<file path="src/sv/kol_pkg.sv">
// ----------------------------------------------------------------------------
// kol_pkg: shared types and constants for the keyed compacting order list
// Field widths, operation codes and the structs passed along the cell chain.
// ----------------------------------------------------------------------------
package kol_pkg;

  localparam int unsigned OP_W      = 3;
  localparam int unsigned KEY_W     = 32;
  localparam int unsigned PRICE_W   = 24;
  localparam int unsigned IDX_W     = 6;
  localparam int unsigned COUNT_W   = 7;
  localparam int unsigned S_TDATA_W = 64;  // key, price, index, padded to bytes
  localparam int unsigned M_TDATA_W = 64;  // ok, key_out, price_out, count

  typedef enum logic [OP_W-1:0] {
    OP_INSERT    = 3'd0,
    OP_DEL_FRONT = 3'd1,
    OP_DEL_KEY   = 3'd2,
    OP_READ      = 3'd3,
    OP_WRITE     = 3'd4
  } op_e;

  typedef struct packed {
    logic [KEY_W-1:0]   key;
    logic [PRICE_W-1:0] price;
  } entry_t;

  // Broadcast to every cell; only the cell holding the token acts on it.
  typedef struct packed {
    logic   wr;         // overwrite this slot with data
    logic   cap;        // copy this slot into the travelling capture
    logic   del_key;    // delete-by-key walk: compare keys
    logic   force_del;  // unconditional removal of this slot
    logic   in_range;   // slot lies below the entry count
    entry_t data;
  } cmd_t;

endpackage

</file>
<file path="src/sv/kol_cell.sv">
// ----------------------------------------------------------------------------
// kol_cell: one slot of the order list
// Holds one entry; acts on the broadcast command while the walk token sits
// here and hands token, shift flag and capture on to the next slot.
// ----------------------------------------------------------------------------
module kol_cell (
  input  logic           clk_i,
  input  logic           rst_ni,
  input  logic           tok_i,
  input  logic           sh_i,
  input  kol_pkg::entry_t carry_i,
  input  kol_pkg::entry_t next_i,
  input  kol_pkg::cmd_t  cmd_i,
  output logic           tok_o,
  output logic           sh_o,
  output kol_pkg::entry_t carry_o,
  output kol_pkg::entry_t ent_o
);
  import kol_pkg::*;

  entry_t ent_q, ent_d;
  entry_t carry_q, carry_d;
  logic   tok_q, sh_q, sh_d;
  logic   hit, shift;

  // first match wins: once shifting has started the compare no longer matters
  assign hit   = cmd_i.del_key & cmd_i.in_range & (ent_q.key == cmd_i.data.key);
  assign shift = sh_i | hit | cmd_i.force_del;

  always_comb begin
    ent_d = ent_q;
    if (tok_i) begin
      if (shift) begin
        ent_d = next_i;
      end else if (cmd_i.wr) begin
        ent_d = cmd_i.data;
      end
    end
  end

  assign carry_d = (tok_i & cmd_i.cap) ? ent_q : carry_i;
  assign sh_d    = tok_i & shift;

  always_ff @(posedge clk_i or negedge rst_ni) begin
    if (!rst_ni) begin
      tok_q <= 1'b0;
      sh_q  <= 1'b0;
    end else begin
      tok_q <= tok_i;
      sh_q  <= sh_d;
    end
  end

  always_ff @(posedge clk_i) begin
    ent_q   <= ent_d;
    carry_q <= carry_d;
  end

  assign tok_o   = tok_q;
  assign sh_o    = sh_q;
  assign carry_o = carry_q;
  assign ent_o   = ent_q;

endmodule

</file>
<file path="config.mk">
export PLATFORM = sky130hd
export DESIGN_NAME = kol_cell
export DESIGN_NICKNAME = d
export VERILOG_FILES = /design/src/sv/kol_pkg.sv /design/src/sv/kol_cell.sv
export SDC_FILE = /design/constraint.sdc
export NUM_CORES = 1
export LEC_CHECK = 0
export BUFFER_PORTS_ARGS = -buffer_cell sky130_fd_sc_hd__buf_2
export CAP_MARGIN = 30
export CORE_AREA = 2 2 113 115
export DETAILED_ROUTE_END_ITERATION = 8
export DIE_AREA = 0 0 115 117
export PLACE_DENSITY = 0.72
export SLEW_MARGIN = 20
export SYNTH_ARGS = -nofsm -noshare
export SYNTH_HDL_FRONTEND = slang
export SYNTH_SLANG_ARGS = --single-unit
</file>
<file path="constraint.sdc">
create_clock -name clk_i -period 4.95 [get_ports clk_i]
set_clock_uncertainty 0.1 [all_clocks]
set_input_delay 0.99 -clock clk_i [delete_from_list [all_inputs] [get_ports clk_i]]
set_output_delay 0.99 -clock clk_i [all_outputs]
set_load 0.02 [all_outputs]
</file>
== Word level (Yosys, flattened, before mapping) ==
Index checks and enable logic that the tools add are counted.
Cells by class
  muxes and demuxes: 3
  equal/unequal tests: 1
  bitwise gates (word level): 6
  reductions and logical operators: 2
Operators with widths (number)
  2-to-1 mux 56 bit: 3
  == test 32 bit: 1
  bitwise AND 1 bit: 4
  OR 1 bit: 2
  AND reduction 2 bit: 1
  nonzero test 2 bit: 1
Storage, ports and cells
  register bits: 114
  output and inout bits: 114

== Depth between registers and ports, before layout ==
Gate-level depths: netlist of run 1.
  word-level depth: 6
  depth in mapped cells: 8
  depth with buffers taken out: 6

== Least setup slack after synthesis of run 1 ==
Ideal clock, no wire load.
  path type: input port to flip-flop
  start: input port cmd_i[53] in the netlist's numbering
  end: register ent_q (netlist bit ent_o[0]), enable pin
  stages: 8
  data arrival time: 3.540 ns
  path buffers: 2
  setup slack: 0.892 ns
  path through: xor2_1 -> nor4_1 -> nand4_1 -> nor4_1 -> a211o_2 -> buf_6 -> buf_6 -> o21a_1
Between the ends
  longest elaborated chain between the ends: 6
Ends and longest elaborated chain
  from (decl): line kol_cell.sv:13  | input kol_pkg::cmd_t cmd_i,
  == test 32 bit: line kol_cell.sv:27  | assign hit = cmd_i.del_key & cmd_i.in_range & (ent_q.key == cmd_i.data.key);
  bitwise AND 1 bit: line kol_cell.sv:27
  OR 1 bit (2 in a row): line kol_cell.sv:28  | assign shift = sh_i | hit | cmd_i.force_del;
  nonzero test 2 bit (no line)
  AND reduction 2 bit (no line)
  to (signal assigned): line kol_cell.sv:55  | ent_q <= ent_d;
  to (decl): line kol_cell.sv:21  | entry_t ent_q, ent_d;
Every way passes these cells.
A chain may end at the register's enable or synchronous reset.

== Worst setup path in the final report of run 1 ==
  start: input port cmd_i[49] in the netlist's numbering
  end: register ent_q (netlist bit ent_o[17]), data pin
Between the ends
  longest elaborated chain between the ends: 5
Ends and longest elaborated chain
  == test 32 bit: line kol_cell.sv:27
  bitwise AND 1 bit: line kol_cell.sv:27
  OR 1 bit (2 in a row): line kol_cell.sv:28
  2-to-1 mux 56 bit: line kol_cell.sv:33  | if (shift) begin
Every way passes these cells.

==> results of run 1 <==
[registers in the layout, summed over array words and instances, names as in the netlist]
name	cells
tok_o	1
carry_o	56
sh_o	1
ent_o	56
[worst max-delay path: stages]
cell and delay [ns]:
sky130_fd_sc_hd__buf_2 0.11, sky130_fd_sc_hd__xor2_1 0.13, sky130_fd_sc_hd__nor4_1 0.47, sky130_fd_sc_hd__nand4_1 0.16, sky130_fd_sc_hd__nor4_1 0.36, sky130_fd_sc_hd__a211o_2 0.20
sky130_fd_sc_hd__buf_4 0.57, sky130_fd_sc_hd__mux2_2 0.43
[area by class of cell]
class                           count  area, sq um  area share
Clock inverter                     13        142.6     0.02115
Clock buffer                       19        432.9     0.06420
Tap cell                          150        187.7     0.02783
Sequential cell                   114         2853      0.4231
Multi-Input combinational cell    159         1640      0.2433
Timing Repair Buffer              293         1486      0.2204
[final timing paths]
kind / start / slack [ns] / end
hold / removal: rst_ni / 0.26 / tok_o
min in group clk_i: ent_o[3] / 0.40 / carry_o[3]
hold reg to reg: ent_o[3] / 0.40 / carry_o[3]
setup / recovery: cmd_i[49] / 1.50 / ent_o[17]
setup reg to reg: ent_o[49] / 1.70 / ent_o[17]
max in group asynchronous: rst_ni / 4.39 / sh_o
[stage by stage]
| step | hold slack [ns] | utilization | area, sq um |
|---|---|---|---|
| floorplan | 0.5421 | - | 4572 |
| global placement | 0.3877 | 0.5009 | 6167 |
| detailed placement | 0.3831 | 0.5009 | 6167 |
| CTS | 0.2423 | 0.5477 | 6743 |
| global route | 0.2454 | 0.5477 | 6743 |
| finish | 0.2597 | 0.5477 | 6743 |
[kinds of logic after synthesis]
group           after synthesis  synth area share
compound gates                2          0.003832
flops                       114            0.6240
simple gates                 13           0.01697
xor+xnor                     32           0.06130
buf+inv                      12           0.01806
mux                         112            0.2759
[cell usage after synthesis (2+ instances only)]
cell / instances / area share
sky130_fd_sc_hd__edfxtp_1: 56 / 0.37
sky130_fd_sc_hd__dfrtp_1: 2 / 0.011
sky130_fd_sc_hd__xor2_1: 23 / 0.044
sky130_fd_sc_hd__nor4_1: 6 / 0.0082
sky130_fd_sc_hd__nand4_1: 4 / 0.0055
sky130_fd_sc_hd__mux2_2: 94 / 0.23
sky130_fd_sc_hd__xnor2_1: 9 / 0.017
sky130_fd_sc_hd__dfxtp_1: 56 / 0.25
sky130_fd_sc_hd__clkbuf_1: 6 / 0.0049
sky130_fd_sc_hd__buf_6: 2 / 0.0049
sky130_fd_sc_hd__mux2_1: 18 / 0.044
sky130_fd_sc_hd__buf_4: 3 / 0.0049
[layer usage]
layer  up-vias  share of wire  wire, um  GRT usage
li1       1661              -         -          -
met1      1655           0.37      4780     0.1934
met2       166           0.53      6782     0.3278
met3        25          0.073       936    0.06385
met4         0          0.027       347    0.09237
met5         -              0         0          0
[where the power goes]
| part | total (uW) | internal [uW] | switching [uW] |
|---|---|---|---|
| clock | 1200 | 780 | 416 |
| sequential | 1140 | 1090 | 46.9 |
| combinational | 433 | 195 | 238 |
| total | 2770 | 2070 | 701 |
==> results.json, run 1 <==
{
  "max_freq_mhz": 290.0,
  "die_area_sq_um": 13460,
  "clock_path_buffers": 2,
  "maxSlewHeadroom": 0.4920,
  "placed_cells": 716,
  "antenna_violations_before_repair": 0,
  "layout_commonest_cell": "sky130_fd_sc_hd__buf_2",
  "placementRows": 41,
  "synthArstFlopShare": 0.01754,
  "report.final.slew_viol_count": 0,
  "io-pin-count": 291,
  "net_count_of_the_finished_layout": 762,
  "cts_num_sinks": 114,
  "synth-seq-cells": 114,
  "routed_wire_length_per_instance_um": 17.17,
  "input_output_buffers": 290,
  "tritoncts_clock_tree": "yes",
  "yosysUniqueCellTypes": 18,
  "worst_ep_arrival_time_ns": 3.50,
  "ff2ff_path_depth": 7,
  "finalWorstSetupSlack_ns": 1.502,
  "postCtsSetupBuffers": 0,
  "layoutNonFillerInstCount": 748,
  "setup_total_negative_slack_ns": 0,
  "rsz0062_at_grt": "false",
  "clock_latency_ns": 0.41,
  "globalplace.congestion": 0.8956,
  "power-per-cell-area_nw_per_um2": 410.6,
  "htree_num_levels": 4,
  "cts.repair.resized": 0,
  "run_status": "finished clean",
  "globalRouteTotalUtil": 0.1838,
  "floorplan.die.width_um": 115,
  "route.detailed.vias_per_inst": 4.689,
  "crit_required_ns": 5.00,
  "max_cap_violations": 0,
  "die_y_um": 117,
  "mappedNetlistNets": 462,
  "worst_hold_path_type": "input pin to asynchronous set/reset pin",
  "timing_worst_slew_pin_value_ns": 0.7619,
  "post_synth_inst_count": 285,
  "period_needed_ns": 3.448,
  "report.power.total_uw": 2769,
  "hpwlAfterDp_mm": 9.790,
  "drt_pre_antenna_iters": 4,
  "grt_start_max_net_pins": 58,
  "synth_sequential_area_ratio": 0.6240,
  "overflow": 0,
  "fillCellCount": 1058,
  "final_wirelength_mm": 12.85,
  "start_util": 0.3713,
  "worstSetupPathType": "input pin to flip-flop",
  "clk_root_buffer_cell": "sky130_fd_sc_hd__clkbuf_16",
  "endpoint_kind": "flip-flop",
  "finalCritPeriodShare": 0.6966,
  "drc": 0,
  "area_grow_syn2layout_pct": 47.48,
  "dp_slack_ns": 1.034,
  "synthesis.area_per_instance_sq_um": 16.04,
  "first_pass_grt_wire_length_mm": 18.32,
  "worst-path-max-fanout": 57,
  "hold_viol": 0,
  "start_kind": "input pin",
  "synth.yosys.warnings": 0,
  "grt_pass1_vias": 3619,
  "num_vias": 3507,
  "p_leak_uw": 0.003073,
  "setup_viol": 0,
  "dominantRegCellSynth": "sky130_fd_sc_hd__edfxtp_1",
  "num_antenna_cells": 0,
  "layout_common_cells": "sky130_fd_sc_hd__buf_2 (290), sky130_fd_sc_hd__mux2_2 (94), sky130_fd_sc_hd__dfxtp_1 (56), sky130_fd_sc_hd__edfxtp_1 (56), sky130_fd_sc_hd__xor2_1 (23)",
  "synth_enable_flop_cells": 56,
  "drive_gt1_frac": 0.6990,
  "detail-route-antenna-nets": 0,
  "hold_buffers": 0,
  "cts_made_buffers": 17,
  "vdd.ir_drop.worst_v": 0.0002416,
  "syn-cell-area_sq_um": 4572,
  "clk_transition_reported_paths_ns": 0.05,
  "core-area_sq_um": 12310,
  "drt-initial-drc-count": 123
}
Note: power is estimated with default switching activity, not from simulation.
==> run 2: changes to the inputs <==
Settings changed: PLACE_DENSITY 0.72 to 0.75.
Clock period 4.95 ns to 2.85 ns, I/O delays scaled along.
==> results.json, run 2 (synthesis results as in run 1) <==
{
  "slowest_delay_ns": 0.44,
  "detail-route-antenna-nets": 0,
  "worstPathCellList": "xor2_1 > nor4_1 > nand4_1 > nor4_2 > a211o_2 > buf_12 > buf_4 > mux2_2",
  "num_antenna_cells": 0,
  "finalCritPeriodShare": 0.9390,
  "maxSlewHeadroom": 0.7082,
  "rsz0062_at_grt": "false",
  "antenna_violations_before_repair": 0,
  "num_vias": 3531,
  "fillCellCount": 1022,
  "overflow": 0,
  "postCtsSetupBuffers": 0,
  "die_y_um": 117,
  "placementRows": 41,
  "drt-initial-drc-count": 111,
  "area_grow_syn2layout_pct": 51.04,
  "floorplan.die.width_um": 115,
  "vdd.ir_drop.worst_v": 0.0003968,
  "cts_num_sinks": 114,
  "grt_start_max_net_pins": 34,
  "worst-path-max-fanout": 12,
  "max_freq_mhz": 373.7,
  "crit_required_ns": 2.90,
  "clock_path_buffers": 2,
  "multi_input_combinational_cell_area_sq_um": 1659,
  "grtUsageMet2": 0.3176,
  "cts_made_buffers": 17,
  "layoutNonFillerInstCount": 762,
  "worst_hold_path.num_cells": 1,
  "grtUsageMet1": 0.1953,
  "layout_commonest_cell": "sky130_fd_sc_hd__buf_2",
  "die_area_sq_um": 13460,
  "placed_cells": 729,
  "clk_root_buffer_cell": "sky130_fd_sc_hd__clkbuf_16",
  "drc": 0,
  "layout_common_cells": "sky130_fd_sc_hd__buf_2 (290), sky130_fd_sc_hd__mux2_2 (94), sky130_fd_sc_hd__dfxtp_1 (56), sky130_fd_sc_hd__edfxtp_1 (56), sky130_fd_sc_hd__xor2_1 (23)",
  "route.detailed.vias_per_inst": 4.634,
  "worst_hold_path_type": "input pin to flip-flop",
  "worst_ep_arrival_time_ns": 2.73,
  "hold_viol": 0,
  "globalplace.congestion": 0.8551,
  "core-area_sq_um": 12310,
  "setup_total_negative_slack_ns": 0,
  "io-pin-count": 291,
  "clock_latency_ns": 0.41,
  "r2r_slack_ns": 0.17,
  "hpwlAfterDp_mm": 9.811,
  "worst_min_delay_path_startpoint": "tok_i",
  "max_cap_violations": 0,
  "input_output_buffers": 290,
  "globalRouteTotalUtil": 0.1794,
  "setup_viol": 0,
  "endpoint_kind": "flip-flop",
  "grt_pass1_vias": 3692,
  "htree_num_levels": 4,
  "drt_pre_antenna_iters": 7,
  "final_wirelength_mm": 12.47,
  "report.final.slew_viol_count": 0,
  "start_kind": "flip-flop",
  "dp_slack_ns": -0.1702,
  "grt_busiest_layer": "met2",
  "cpMaxStageDelayCell": "sky130_fd_sc_hd__edfxtp_1",
  "start_util": 0.3713,
  "routed_wire_length_per_instance_um": 16.36,
  "critical_path.reg2reg.endpoint": "ent_o[1]",
  "period_needed_ns": 2.676,
  "run_status": "finished clean",
  "p_leak_uw": 0.003165,
  "seqCellArea_sq_um": 2853,
  "clk_transition_reported_paths_ns": 0.05,
  "ff2ff_path_depth": 8,
  "grtUsageMet3": 0.06488,
  "first_pass_grt_wire_length_mm": 18.04,
  "tritoncts_clock_tree": "yes",
  "timing_worst_slew_pin_value_ns": 0.4378,
  "power-per-cell-area_nw_per_um2": 684.0,
  "reg2reg_launch_point": "ent_o[42]",
  "endpoint_of_the_worst_hold_path": "tok_o",
  "net_count_of_the_finished_layout": 776,
  "finalWorstSetupSlack_ns": 0.1737,
  "worstSetupPathType": "flip-flop to flip-flop",
  "drive_gt1_frac": 0.7108
}
[run 2: cell types whose count changed in the layout (fill, tap and decap cells not counted), moves of 3 or more]
cell,change
sky130_fd_sc_hd__bufinv_16,-3
sky130_fd_sc_hd__clkbuf_8,+4
sky130_fd_sc_hd__buf_12,+4
sky130_fd_sc_hd__buf_4,+9
[run 2: routing by layer]
layer | wire, um | vias up
met5 | 0 | -
met4 | 210 | 0
met3 | 923 | 18
met2 | 6551 | 178
met1 | 4779 | 1644
li1 | - | 1691
[run 2: worst max-delay path by stage]
stage                   start        end  cells after the start
floorplan           cmd_i[53]   ent_o[0]                      8
global placement    cmd_i[53]  ent_o[55]                     10
detailed placement  cmd_i[48]   ent_o[1]                     10
CTS                 ent_o[48]   ent_o[1]                      9
global route        ent_o[42]  ent_o[47]                      8
finish              ent_o[42]   ent_o[1]                      8
[run 2: cell type report]
class	count	area share
flip-flops and latches	114	0.4131
multi-input cells	159	0.2403
repair buffers	307	0.2381
clock buffers	24	0.07429
well taps	150	0.02718
clock inverters	8	0.007067
[run 2: repair_timing]
action | in CTS | in global routing
resized for setup | 0 | 2
endpoints found under the hold margin | 2 | 0
hold buffers | 1 | 0
endpoints found under the setup margin | 0 | 108
[run 2: critical path, delay by kind of cell (launching register included)]
kind | cells | cell delay (ns)
muxes | 1 | 0.33
xor gates and xnor gates | 1 | 0.19
buffers and inverters | 2 | 0.30
DFF | 1 | 0.44
AOI/OAI and AO/OA | 1 | 0.24
and+or+nand+nor | 3 | 0.83
[run 2: through the flow]
step                      instance area [sq um]  hold WS [ns]  total power [uW]    util
final                                      6905        0.2516              4723  0.5609
after global routing                       6905        0.2365              4903  0.5609
after CTS                                  6893        0.2294              4773  0.5599
after detailed placement                   6321        0.2701              2791  0.5134
after global placement                     6321        0.2691              2770  0.5134
after floorplan                            4579        0.1744              2429       -
[run 2: power breakdown]
group          leakage, uW  switching (uW)  internal (uW)  total, uW
clock             0.000285             715           1250       1960
combinational      0.00184             416            361        777
sequential         0.00104            83.5           1900       1980
total              0.00317            1210           3510       4720
==> run 3: changes to the inputs <==
==> constraint.sdc (replaced) <==
create_clock -name clk_i -period 2.85 [get_ports clk_i]
set_clock_uncertainty 0.1 [all_clocks]
set_input_delay 0.4275 -clock clk_i [delete_from_list [all_inputs] [get_ports clk_i]]
set_output_delay 0.4275 -clock clk_i [all_outputs]
set_load 0.02 [all_outputs]
==> results.json, run 3 (synthesis results as in run 1) <==
{
  "worstSetupPathType": "flip-flop to flip-flop",
  "period_needed_ns": 2.640,
  "area_grow_syn2layout_pct": 49.64,
  "post_dp_cell_area_sq_um": 6319,
  "report.final.slew_viol_count": 0,
  "cts_num_sinks": 114,
  "tritoncts_clock_tree": "yes",
  "slowest_delay_ns": 0.43,
  "cts_made_buffers": 17,
  "run_status": "finished clean",
  "clk_transition_reported_paths_ns": 0.05,
  "floorplan.die.width_um": 115,
  "ff2ff_path_depth": 8,
  "hold_viol": 0,
  "drc": 0,
  "num_vias": 3488,
  "layout_commonest_cell": "sky130_fd_sc_hd__buf_2",
  "layoutNonFillerInstCount": 757,
  "clock_path_buffers": 2,
  "route.detailed.vias_per_inst": 4.608,
  "drt-initial-drc-count": 142,
  "num_antenna_cells": 0,
  "postCtsSetupBuffers": 0,
  "grt_pass1_vias": 3643,
  "start_kind": "flip-flop",
  "io-pin-count": 291,
  "cpMaxStageDelayCell": "sky130_fd_sc_hd__edfxtp_1",
  "rsz0062_at_grt": "false",
  "net_count_of_the_finished_layout": 774,
  "stdcell_area_sq_um": 6842,
  "core-area_sq_um": 12310,
  "critical-path-top-delay-family": "simple AND/OR/NAND/NOR gates",
  "holdWs_ns": 0.1081,
  "clk_root_buffer_cell": "sky130_fd_sc_hd__clkbuf_16",
  "hpwlAfterDp_mm": 9.718,
  "worst_hold_path_type": "input pin to flip-flop",
  "final_wirelength_mm": 12.20,
  "globalRouteTotalUtil": 0.1774,
  "drt_pre_antenna_iters": 4,
  "first_pass_grt_wire_length_mm": 17.79,
  "die_y_um": 117,
  "p_leak_uw": 0.003128,
  "critical_path.n_buffers_inverters": 2,
  "power-per-cell-area_nw_per_um2": 665.7,
  "max_freq_mhz": 378.8,
  "worstPathCellList": "xor2_1 > nor4_1 > nand4_1 > nor4_2 > a211o_2 > buf_12 > buf_4 > mux2_1",
  "overflow": 0,
  "worst_ep_arrival_time_ns": 2.68,
  "layout_common_cells": "sky130_fd_sc_hd__buf_2 (290), sky130_fd_sc_hd__mux2_2 (94), sky130_fd_sc_hd__dfxtp_1 (56), sky130_fd_sc_hd__edfxtp_1 (56), sky130_fd_sc_hd__xor2_1 (23)",
  "finalCritPeriodShare": 0.9263,
  "placementRows": 41,
  "endpoint_kind": "flip-flop",
  "crit_required_ns": 2.89,
  "vdd.ir_drop.worst_v": 0.0003669,
  "input_output_buffers": 290,
  "finish.utilization": 0.5557,
  "htree_num_levels": 4,
  "drive_gt1_frac": 0.7035,
  "globalplace.congestion": 0.8609,
  "start_util": 0.3713,
  "timing_worst_slew_pin_value_ns": 0.6367,
  "setup_viol": 0,
  "placed_cells": 727,
  "detail-route-antenna-nets": 0,
  "routed_wire_length_per_instance_um": 16.11,
  "cp_num_cells": 8,
  "worst_hold_path.num_cells": 1,
  "antenna_violations_before_repair": 0,
  "max_cap_violations": 0,
  "worst-path-max-fanout": 10,
  "die_area_sq_um": 13460,
  "clock_latency_ns": 0.40,
  "grt_start_max_net_pins": 34,
  "maxSlewHeadroom": 0.5740
}
[run 3: changes by cell type in the layout (fill, tap and decap cells not counted)]
cell                       before  now
sky130_fd_sc_hd__clkbuf_8       4    0
sky130_fd_sc_hd__clkbuf_1       2    4
sky130_fd_sc_hd__buf_4         11    8
sky130_fd_sc_hd__clkinv_4       2    0
sky130_fd_sc_hd__clkinv_1       0    1
sky130_fd_sc_hd__buf_12         5    6
[run 3: through the flow]
stage | total power, uW | worst slack (ns) | setup TNS [ns]
after floorplan | 2429 | 0.07388 | 0
after global placement | 2770 | -0.1268 | -10.13
after detailed placement | 2791 | -0.1280 | -7.472
after CTS | 4615 | 0.03644 | 0
after global routing | 4742 | 0.03863 | 0
final | 4555 | 0.2101 | 0
[run 3: cell type report]
class	count	area (sq um)
clock buffer	22	465.4
clock inverter	7	35.03
fill	1013	5470
multi-input combinational	159	1659
sequential	114	2853
tap	150	187.7
timing repair buffer	305	1642
[run 3: final timing paths]
kind | from | end | slack [ns]
max reg2reg | ent_o[42] | ent_o[47] | 0.21
min reg2reg | ent_o[22] | carry_o[22] | 0.40
max | ent_o[42] | ent_o[47] | 0.21
min | tok_i | tok_o | 0.11
min in group asynchronous | rst_ni | sh_o | 0.25
max in group asynchronous | rst_ni | tok_o | 2.29
[run 3: per-layer routing]
layer  vias up  GRT usage  part of all wire
li1       1677          -                 -
met1      1633     0.1863              0.38
met2       164     0.3227              0.53
met3        14    0.05767             0.069
met4         0    0.08273             0.016
met5         -          0                 0
[run 3: repair_timing]
item / 4_1_cts / 5_1_grt
resized for setup: 2 / 0
endpoints found under the setup margin: 66 / 107
pin swaps: 0 / 1
hold endpoints to repair: 2 / 0
hold buffers: 1 / 0
[run 3: power by group]
group | total, uW | leakage [uW] | internal, uW | switching (uW)
registers | 1980 | 0.00104 | 1900 | 84.1
logic | 774 | 0.00184 | 361 | 413
clock network | 1800 | 0.000252 | 1130 | 666
total | 4550 | 0.00313 | 3390 | 1160
